===== src/hdl/lic_pkg.sv =====
// Package with shared types and constants for the line intersection block.
`timescale 1ns / 1ps
package lic_pkg;

  // Divider constants: magnitudes of the numerators and of the determinant.
  localparam int MagW   = 32;
  localparam int FracW  = 16;
  localparam int DivNW  = MagW + FracW;   // dividend width after the Q16.16 shift
  localparam int QuotW  = 33;             // quotient bits produced per item
  localparam int QDepth = 4;
  localparam int QPtrW  = $clog2(QDepth);
  localparam int QCntW  = $clog2(QDepth + 1);
  localparam logic [31:0] TolReset = 32'd1;

  // Register index of the tolerance register on the APB port.
  localparam logic RegTolerance = 1'b0;

  typedef struct packed {
    logic signed [15:0] first_a;
    logic signed [15:0] first_b;
    logic signed [15:0] first_c;
    logic signed [15:0] second_a;
    logic signed [15:0] second_b;
    logic signed [15:0] second_c;
  } in_item_t;

  typedef struct packed {
    logic               point_valid;
    logic signed [31:0] cross_x;
    logic signed [31:0] cross_y;
    logic               saturated;
  } out_item_t;

  // Classified item handed from the front part to the back part.
  typedef struct packed {
    logic            pv;
    logic            neg_x;
    logic            neg_y;
    logic [MagW-1:0] num_x;
    logic [MagW-1:0] num_y;
    logic [MagW-1:0] den;
  } lic_job_t;

  // Queue status seen by front and back.
  typedef struct packed {
    logic empty;
    logic full;
  } lic_qstat_t;

endpackage


===== src/hdl/lic_queue.sv =====
// Short queue that decouples the front part from the divider pipeline.
`timescale 1ns / 1ps
module lic_queue (
  input  logic                clk,
  input  logic                rst_n,
  input  logic                push,
  input  lic_pkg::lic_job_t   push_job,
  input  logic                pop,
  output lic_pkg::lic_job_t   pop_job,
  output lic_pkg::lic_qstat_t qstat
);
  import lic_pkg::*;

  lic_job_t          mem_r [QDepth];
  logic [QPtrW-1:0]  wr_ptr_r, rd_ptr_r;
  logic [QCntW-1:0]  count_r;

  assign qstat.empty = (count_r == '0);
  assign qstat.full  = (count_r == QCntW'(QDepth));
  assign pop_job     = mem_r[rd_ptr_r];

  always_ff @(posedge clk) begin
    if (!rst_n) begin
      wr_ptr_r <= '0;
      rd_ptr_r <= '0;
      count_r  <= '0;
    end else begin
      if (push) wr_ptr_r <= wr_ptr_r + 1'b1;
      if (pop)  rd_ptr_r <= rd_ptr_r + 1'b1;
      if (push && !pop)      count_r <= count_r + 1'b1;
      else if (pop && !push) count_r <= count_r - 1'b1;
    end
  end

  always_ff @(posedge clk) begin
    if (push) mem_r[wr_ptr_r] <= push_job;
  end

endmodule


===== config.mk =====
export PLATFORM = sky130hd
export DESIGN_NAME = lic_queue
export DESIGN_NICKNAME = d
export VERILOG_FILES = /design/src/hdl/lic_pkg.sv /design/src/hdl/lic_queue.sv
export SDC_FILE = /design/constraint.sdc
export NUM_CORES = 1
export LEC_CHECK = 0
export ABC_AREA = 1
export ABC_CLOCK_PERIOD_IN_PS = 6100
export BUFFER_PORTS_ARGS = -buffer_cell sky130_fd_sc_hd__buf_2
export CAP_MARGIN = 10
export CELL_PAD_IN_SITES_DETAIL_PLACEMENT = 0
export CELL_PAD_IN_SITES_GLOBAL_PLACEMENT = 1
export CORE_AREA = 8 8 181 183
export CTS_CLUSTER_SIZE = 24
export DETAILED_ROUTE_END_ITERATION = 7
export DIE_AREA = 0 0 189 191
export PLACE_DENSITY = 0.86
export SYNTH_ARGS = -nofsm -noshare
export SYNTH_HDL_FRONTEND = slang
export SYNTH_SLANG_ARGS = --single-unit

===== constraint.sdc =====
create_clock -name clk -period 6.1 [get_ports clk]
set_input_delay 0.915 -clock clk [delete_from_list [all_inputs] [get_ports clk]]
set_output_delay 0.915 -clock clk [all_outputs]
set_load 0.02 [all_outputs]

==> results of run 1 <==
per-stage QoR:
step / instance area (um^2) / cells / hold WS (ns) / util
3_3_place_gp: 16300 / 1559 / 0.422 / 0.543
4_1_cts: 17500 / 1628 / 0.452 / 0.583
6_report: 17500 / 1631 / 0.454 / 0.583
3_5_place_dp: 16300 / 1559 / 0.421 / 0.543
5_1_grt: 17500 / 1630 / 0.471 / 0.583
2_1_floorplan: 15100 / 1015 / 0.412 / -
cell type report:
cell class / count / area, um^2 / share of cell area
flip-flops and latches: 405 / 12100 / 0.690
inverters: 17 / 83.8 / 0.00479
well taps: 396 / 495 / 0.0283
diodes: 3 / 7.51 / 0.000429
clock buffers: 52 / 1070 / 0.0610
repair buffers: 212 / 1080 / 0.0619
multi-input cells: 529 / 2560 / 0.146
clock inverters: 17 / 133 / 0.00757
state kept, by name, summed over array words and instances (netlist names), named ones only:
| register | count |
|---|---|
| mem_r | 396 |
| count_r | 3 |
| wr_ptr_r | 2 |
| rd_ptr_r | 2 |
critical path, cell delays in order (launching register included):
cell	delay [ns]
dfxtp_4	0.49
inv_6	0.61
buf_4	0.50
o21ai_0	0.13
o22ai_1	0.22
buf_2	0.21
layer usage:
layer,GRT usage,part of all wire
met3,0.0531,0.084
met5,0,0.0018
met4,0.0457,0.018
met1,0.221,0.42
met2,0.278,0.48
worst paths after layout:
path                                  start          end  slack, ns  cells past startpoint
worst min-delay path            rd_ptr_r[1]    flip-flop       0.45                      1
worst max-delay path              flip-flop  pop_job[91]       2.38                      5
worst max register to register  wr_ptr_r[0]  mem_r[0][6]       3.66                      5
worst min register to register  rd_ptr_r[1]    flip-flop       0.45                      1
synthesized netlist by cell type, types with 2 or more instances:
library cell,instances,area share
a21oi_1,4,0.0013
buf_2,5,0.0017
buf_4,7,0.0035
buf_6,11,0.0082
clkbuf_1,40,0.010
dfxtp_1,9,0.012
edfxtp_1,396,0.79
ha_1,5,0.0041
inv_1,15,0.0037
nand2_1,9,0.0022
nor2_1,203,0.051
nor3_1,2,0.00066
o21ai_0,182,0.060
o21ai_1,22,0.0073
o22ai_1,99,0.041
where the power goes:
group | total (uW) | switching, uW | internal, uW
logic | 593 | 425 | 168
clock network | 2260 | 949 | 1320
registers | 3220 | 34.4 | 3180
cell families after synthesis:
group | Yosys count | share of synthesized area
AOI/OAI and AO/OA | 307 | 0.110
adders and majority gates | 6 | 0.00548
buffers and inverters | 81 | 0.0295
DFF | 405 | 0.801
and+or+nand+nor | 216 | 0.0542
layout by cell type, fill, tap and decap left out, drive strengths merged:
master    instances
edfxtp          396
buf             212
o21ai           204
nor2            203
o22ai            99
clkbuf           52
inv              17
clkinv           14
nand2             9
dfxtp             9
ha                5
a21oi             4
diode             3
nor3              2
bufinv            2
nand3             1
nand4             1
fa                1
clkinvlp          1
==> reports/results.ini, run 1 <==
[status]
status=complete, no violations

[cts]
ctsResizeCount=0
clock-sinks=405
cts_root_buf=clkbuf_16
hold_buffers=0
htreeDepth=2
clock_latency_ns=0.52
cts.clk_slew.worst_paths_ns=0.06
cts_setup_buffers=0
clk_path_buf_depth=3
cts_made_buffers=41
cts_tree=built

[layout]
area_delta_synth_final_pct=16.1
fillers=2345
num-nets-final=1315
drive_above_1_share=0.220

[synthesis]
ys_warn_count=0
synth_cells=1015
syn_area_per_cell_um2=14.9
synth-seq-cells=405
syn_area_um2=15100
synth-seq-area-share=0.801
synth_edf_count=396
ys.flop_type=edfxtp_1
postSynth.asyncResetShare=0
syn-num-nets=1124
yosysUniqueCellTypes=21

[detailed_routing]
drc_errors=0
wl_um=31800
wl_per_cell_um=19.5
vias_per_cell=5.51
ant_nets=0
drt-initial-drc-count=522
dr_total_vias=8982
first_pass_iters=5

[run]
drv_cap=0

[worst_setup_path]
crit_arrival_ns=2.80
worst-endpoint-required_ns=5.18
critPathLaunchType=flip-flop
crit_fanout=110
worstSetupPathType=reg2out
crit_path_end_kind=primary output

[placed_design]
pre_cts_ws_ns=2.93
port_buffers=203
finalWeightedCongestion=0.705
hpwl_um=17600

[sta]
clock-skew-final_ns=0.0128
hold_viol=0
post-route-period-util=0.609
fmax_mhz=269
drv_slew=0
fin_crit_ns=3.72
setup_ws_ns=2.38
worst_pin_slew_ns=1.00
rsz0062_at_grt=no
relSlewSlack=0.331
tns_ns=0
setup_viol=0

[power]
power_leakage_uw=0.00609
irDropWorstVdd_v=0.000315
power.total_uw=6070
power_density_nw_per_um2=347

[global_routing]
grt_pass1_vias=8789
grt_overflow=0
antenna_found_initial=8
grt_pass1_wl_um=48500
grt_max_degree=111
grt_usage=0.171

[floorplanning]
row_count=64
initial_core_util=0.502
die_x_um=189
core_area_um2=30000
die_area_um2=36100
io_pins=204
die_h_um=191

[hold_path]
holdCritPathClass=reg2reg

(Power assumes the default switching activity.)
==> inputs of run 2 (changes only) <==
Settings changed: ABC_CLOCK_PERIOD_IN_PS 6100 to 3150, CORE_AREA 8 8 181 183 to 8 8 197 199, DIE_AREA 0 0 189 191 to 0 0 205 207, PLACE_DENSITY 0.86 to 0.77.
Clock period 6.1 ns to 3.15 ns, I/O delays scaled along.
==> reports/results.ini, run 2 (synthesis results as in run 1) <==
[status]
status=complete, no violations

[power]
power.total_uw=12000  ; +97%
irDropWorstVdd_v=0.000420  ; +33%
power_switching_share=0.235  ; +0.00271
clkPwrFrac=0.381  ; +0.008
pwr-share-seq=0.519  ; -0.010
power_leakage_uw=0.00620  ; +1.9%
power_density_nw_per_um2=671  ; +93%
comb_power_share=0.100  ; +0.002
p_int_uw=9170  ; +97%
power.switching_uw=2810  ; +100%

[worst_setup_path]
cp_num_cells=4  ; -1
critPathLaunchType=flip-flop
slowest_delay_ns=0.63  ; +0.02 ns
crit_fanout=117  ; +6.4%
crit_buf_inv=2  ; -1
r2r_cells=5  ; unchanged
path_cells=buf_12, o21ai_0, o22ai_1, buf_2
worstSetupPathType=reg2out
critPathTopFamily=flip-flops
r2r_start=wr_ptr_r[0]
crit_arrival_ns=2.41  ; -0.39 ns
slowest_stage=dfxtp_4
worst-endpoint-required_ns=2.68  ; -2.50 ns
crit_path_end_kind=primary output

[layout]
num-nets-final=1325  ; +0.76%
utilization=0.497  ; -0.0858
final_common_cell=edfxtp_1
reg_top3=mem_r (396), count_r (3)
final_cell_mix=edfxtp_1, nor2_1, buf_2, o21ai_0, o22ai_1
area_delta_synth_final_pct=18.4
drive_above_1_share=0.230  ; +0.00975
regMostFlops=mem_r
largest_reg_flops=396  ; unchanged
fillers=3079  ; +31%

[floorplanning]
core_area_um2=35900  ; +20%
die_h_um=207  ; +8.4%
die_area_um2=42400  ; +18%
die_x_um=205  ; +8.5%
row_count=70  ; +9.4%
initial_core_util=0.420  ; -0.0822
io_pins=204  ; unchanged

[detailed_routing]
ant_nets=0  ; unchanged
first_pass_iters=5  ; unchanged
drt-initial-drc-count=567  ; +8.6%
vias_per_cell=5.18  ; -5.9%
drc_errors=0  ; unchanged
wl_um=33400  ; +5.3%
wl_per_cell_um=19.5  ; +0.13%
dr_total_vias=8884  ; -1.1%

[sta]
worst_pin_slew_ns=0.654  ; -0.350 ns
clock-skew-final_ns=0.0100  ; -0.00278 ns
tns_ns=0  ; unchanged
fin_crit_ns=2.88
setup_ws_ns=0.267  ; -2.12 ns
fmax_mhz=347
rsz0062_at_grt=no
setup_viol=0  ; unchanged
relSlewSlack=0.564  ; +0.233
post-route-period-util=0.915
drv_slew=0  ; unchanged
holdWs_ns=0.153  ; -0.301 ns
hold_viol=0  ; unchanged

[hold_path]
holdCritPathClass=in2reg
worstHoldStart=push_job[27]
whs_path_depth=1  ; unchanged

[global_routing]
grt_pass1_wl_um=51600  ; +6.4%
grt_max_degree=118  ; +6.3%
grt_pass1_vias=9064  ; +3.1%
grt_overflow=0  ; unchanged
grt_usage=0.155  ; -0.0155
antenna_found_initial=5  ; -3

[cts]
cts_made_buffers=42  ; +2.4%
clk_path_buf_depth=3  ; unchanged
ctsResizeCount=0  ; unchanged
cts_setup_buffers=0  ; unchanged
clock_latency_ns=0.53  ; about the same
cts.clk_slew.worst_paths_ns=0.06  ; about the same
htreeDepth=2  ; unchanged
cts_root_buf=clkbuf_16
cts_tree=built
hold_buffers=0  ; unchanged
clock-sinks=405  ; unchanged

[run]
drv_cap=0  ; unchanged

[placed_design]
port_buffers=203  ; unchanged
hpwl_um=19500  ; +11%
pre_cts_ws_ns=0.800  ; -2.13 ns
finalWeightedCongestion=0.720  ; +2.1%

==> run 2: power by group through the flow <==
stage	Combinational, uW	Clock (uW)	Sequential [uW]
detailed placement	1230	0	6330
global placement	1220	0	6330
floorplan	733	0	6330
finish	1200	4560	6220
CTS	1230	4680	6220
global route	1320	4880	6240
==> run 2: area by class of cell <==
class	instances	area [um^2]	area share
clock inverters	20	153	0.00855
flip-flops and latches	405	12100	0.676
clock buffers	53	1110	0.0624
diodes	2	5.00	0.000280
multi-input cells	529	2560	0.143
repair buffers	221	1280	0.0715
inverters	17	83.8	0.00469
well taps	468	586	0.0328
==> run 2: metal layers <==
metal,track usage,up-vias,share of wire
met4,0.0367,8,0.016
met2,0.249,244,0.47
met5,0,-,0.0015
li1,-,4230,-
met3,0.0453,46,0.074
met1,0.206,4356,0.44
==> run 2: final timing paths <==
path             endpoint  slack (ns)
min reg2reg     flip-flop        0.45
max reg2reg   mem_r[0][0]        1.42
max           pop_job[39]        0.27
min          mem_r[0][27]        0.15
==> run 2: metrics by stage <==
stage               std cells  area, um^2
floorplan                1015       15100
finish                   1715       17900
global placement         1640       16600
global route             1713       17900
CTS                      1713       17900
detailed placement       1640       16600
==> inputs of run 3 (changes only) <==
Settings changed: ABC_CLOCK_PERIOD_IN_PS 3150 to 2920, CORE_AREA 8 8 197 199 to 8 8 189 191, DIE_AREA 0 0 205 207 to 0 0 197 199, PLACE_DENSITY 0.77 to 0.79, REMOVE_ABC_BUFFERS set to 1.
Clock period 3.15 ns to 2.92 ns, I/O delays scaled along.
==> reports/results.ini, run 3 (synthesis results as in run 1) <==
[global_routing]
grt_pass1_wl_um=51200  ; -0.90%
grt_max_degree=199  ; +69%
grt_overflow=0  ; unchanged
grt_usage=0.169  ; +0.0141
antenna_found_initial=8  ; +3
grt_pass1_vias=8973  ; -1.0%

[sta]
hold_viol=0  ; unchanged
post-route-period-util=0.959
fmax_mhz=357
rsz0062_at_grt=no
setup_viol=0  ; unchanged
tns_ns=0  ; unchanged
worst_pin_slew_ns=0.863  ; +0.209 ns
drv_slew=0  ; unchanged
relSlewSlack=0.425  ; -0.140
fin_crit_ns=2.80
clock-skew-final_ns=0.00760  ; -0.00242 ns
setup_ws_ns=0.120  ; -0.147 ns

[floorplanning]
initial_core_util=0.459  ; +0.0389
io_pins=204  ; unchanged
die_x_um=197  ; -3.9%
die_h_um=199  ; -3.9%
core_area_um2=32900  ; -8.5%
row_count=67  ; -4.3%
die_area_um2=39200  ; -7.6%

[detailed_routing]
first_pass_iters=4  ; -1
drt-initial-drc-count=603  ; +6.3%
wl_per_cell_um=20.0  ; +2.5%
ant_nets=0  ; unchanged
dr_total_vias=9006  ; +1.4%
vias_per_cell=5.30  ; +2.3%
wl_um=34000  ; +1.6%
drc_errors=0  ; unchanged

[power]
power_leakage_uw=0.00626  ; +0.90%
power_density_nw_per_um2=738  ; +10%
power_switching_share=0.233  ; -0.00167
clkPwrFrac=0.395  ; +0.014
irDropWorstVdd_v=0.000442  ; +5.1%
p_int_uw=10200  ; +11%
pwr-share-seq=0.506  ; -0.013
comb_power_share=0.099  ; about the same
power.switching_uw=3090  ; +9.7%

[cts]
cts_made_buffers=42  ; unchanged
cts_setup_buffers=0  ; unchanged
ctsResizeCount=0  ; unchanged
clock_latency_ns=0.53  ; about the same
clock-sinks=405  ; unchanged
cts_root_buf=clkbuf_16
hold_buffers=0  ; unchanged
cts.clk_slew.worst_paths_ns=0.06  ; about the same
clk_path_buf_depth=3  ; unchanged
cts_tree=built
htreeDepth=2  ; unchanged

[worst_setup_path]
reg2reg_slack_ns=1.13  ; -0.29 ns
endpoint=pop_job[74]
crit_path_end_kind=primary output
r2r_end=mem_r[2][24]
crit_fanout=198  ; +69%
r2r_cells=5  ; unchanged
critPathLaunchType=flip-flop
r2r_start=wr_ptr_r[0]
crit_arrival_ns=2.36  ; -0.05 ns
worstSetupPathType=reg2out
worst-endpoint-required_ns=2.48  ; -0.20 ns

[layout]
drive_above_1_share=0.233  ; +0.00308
multi_input_area_um2=2560  ; unchanged
num-nets-final=1326  ; +0.075%
finalInstanceArea_um2=17900  ; +0.50%
final_cell_mix=edfxtp_1, nor2_1, buf_2, o21ai_0, o22ai_1
final_common_cell=edfxtp_1
largest_reg_flops=396  ; unchanged
regMostFlops=mem_r
area_delta_synth_final_pct=19.0
fillers=2699  ; -12%
seq_area_um2=12100  ; unchanged
reg_top3=mem_r (396), count_r (3)

[placed_design]
hpwl_um=19300  ; -0.92%
place_area_um2=16600  ; about the same
port_buffers=203  ; unchanged
pre_cts_ws_ns=0.718  ; -0.0819 ns
finalWeightedCongestion=0.709  ; -1.6%

[status]
status=complete, no violations

[run]
drv_cap=0  ; unchanged

[hold_path]
holdCritPathClass=in2reg

[run 3: worst min-delay path by stage]
| stage | from | endpoint | slack [ns] | cells past startpoint |
|---|---|---|---|---|
| 2_1_floorplan | rd_ptr_r[1] | flip-flop | 0.41 | 1 |
| 3_3_place_gp | rd_ptr_r[1] | flip-flop | 0.42 | 1 |
| 3_5_place_dp | rd_ptr_r[1] | flip-flop | 0.42 | 1 |
| 4_1_cts | push_job[59] | mem_r[3][59] | 0.09 | 1 |
| 5_1_grt | push_job[9] | mem_r[3][9] | 0.1 | 1 |
| 6_report | push_job[26] | mem_r[1][26] | 0.12 | 1 |
[run 3: critical path, cell delays in order, from the launching register on]
cell     delay (ns)
dfxtp_4        0.38
buf_12         0.56
o21ai_0        0.25
o22ai_1        0.26
buf_2          0.21
[run 3: final cells by class]
| type | count | share of cell area |
|---|---|---|
| inverters | 17 | 0.00467 |
| flip-flops and latches | 405 | 0.673 |
| clock inverters | 28 | 0.0146 |
| repair buffers | 222 | 0.0722 |
| clock buffers | 49 | 0.0612 |
| diodes | 2 | 0.000279 |
| multi-input cells | 529 | 0.143 |
| well taps | 448 | 0.0312 |
[run 3: per-layer routing]
layer,part of all wire,track usage,wire length [um],up-vias
li1,-,-,-,4249
met3,0.068,0.0475,2300,57
met1,0.43,0.219,14700,4445
met4,0.017,0.0518,587,12
met5,0.0021,0,70,-
met2,0.48,0.276,16300,243
[run 3: power by group through the flow]
stage                     Sequential (uW)  Combinational, uW  Clock (uW)
after detailed placement             6820               1340           0
after global placement               6810               1320           0
after floorplan                      6870                692           0
final                                6700               1310        5230
after CTS                            6700               1340        5340
after global routing                 6710               1440        5550
[run 3: per-stage QoR]
stage,utilization,std cells,power (uW),hold WS (ns)
after floorplan,-,951,7570,0.412
after global placement,0.505,1621,8130,0.417
after detailed placement,0.505,1621,8160,0.419
after CTS,0.546,1698,13400,0.0889
after global routing,0.546,1700,13700,0.0950
final,0.546,1700,13200,0.119
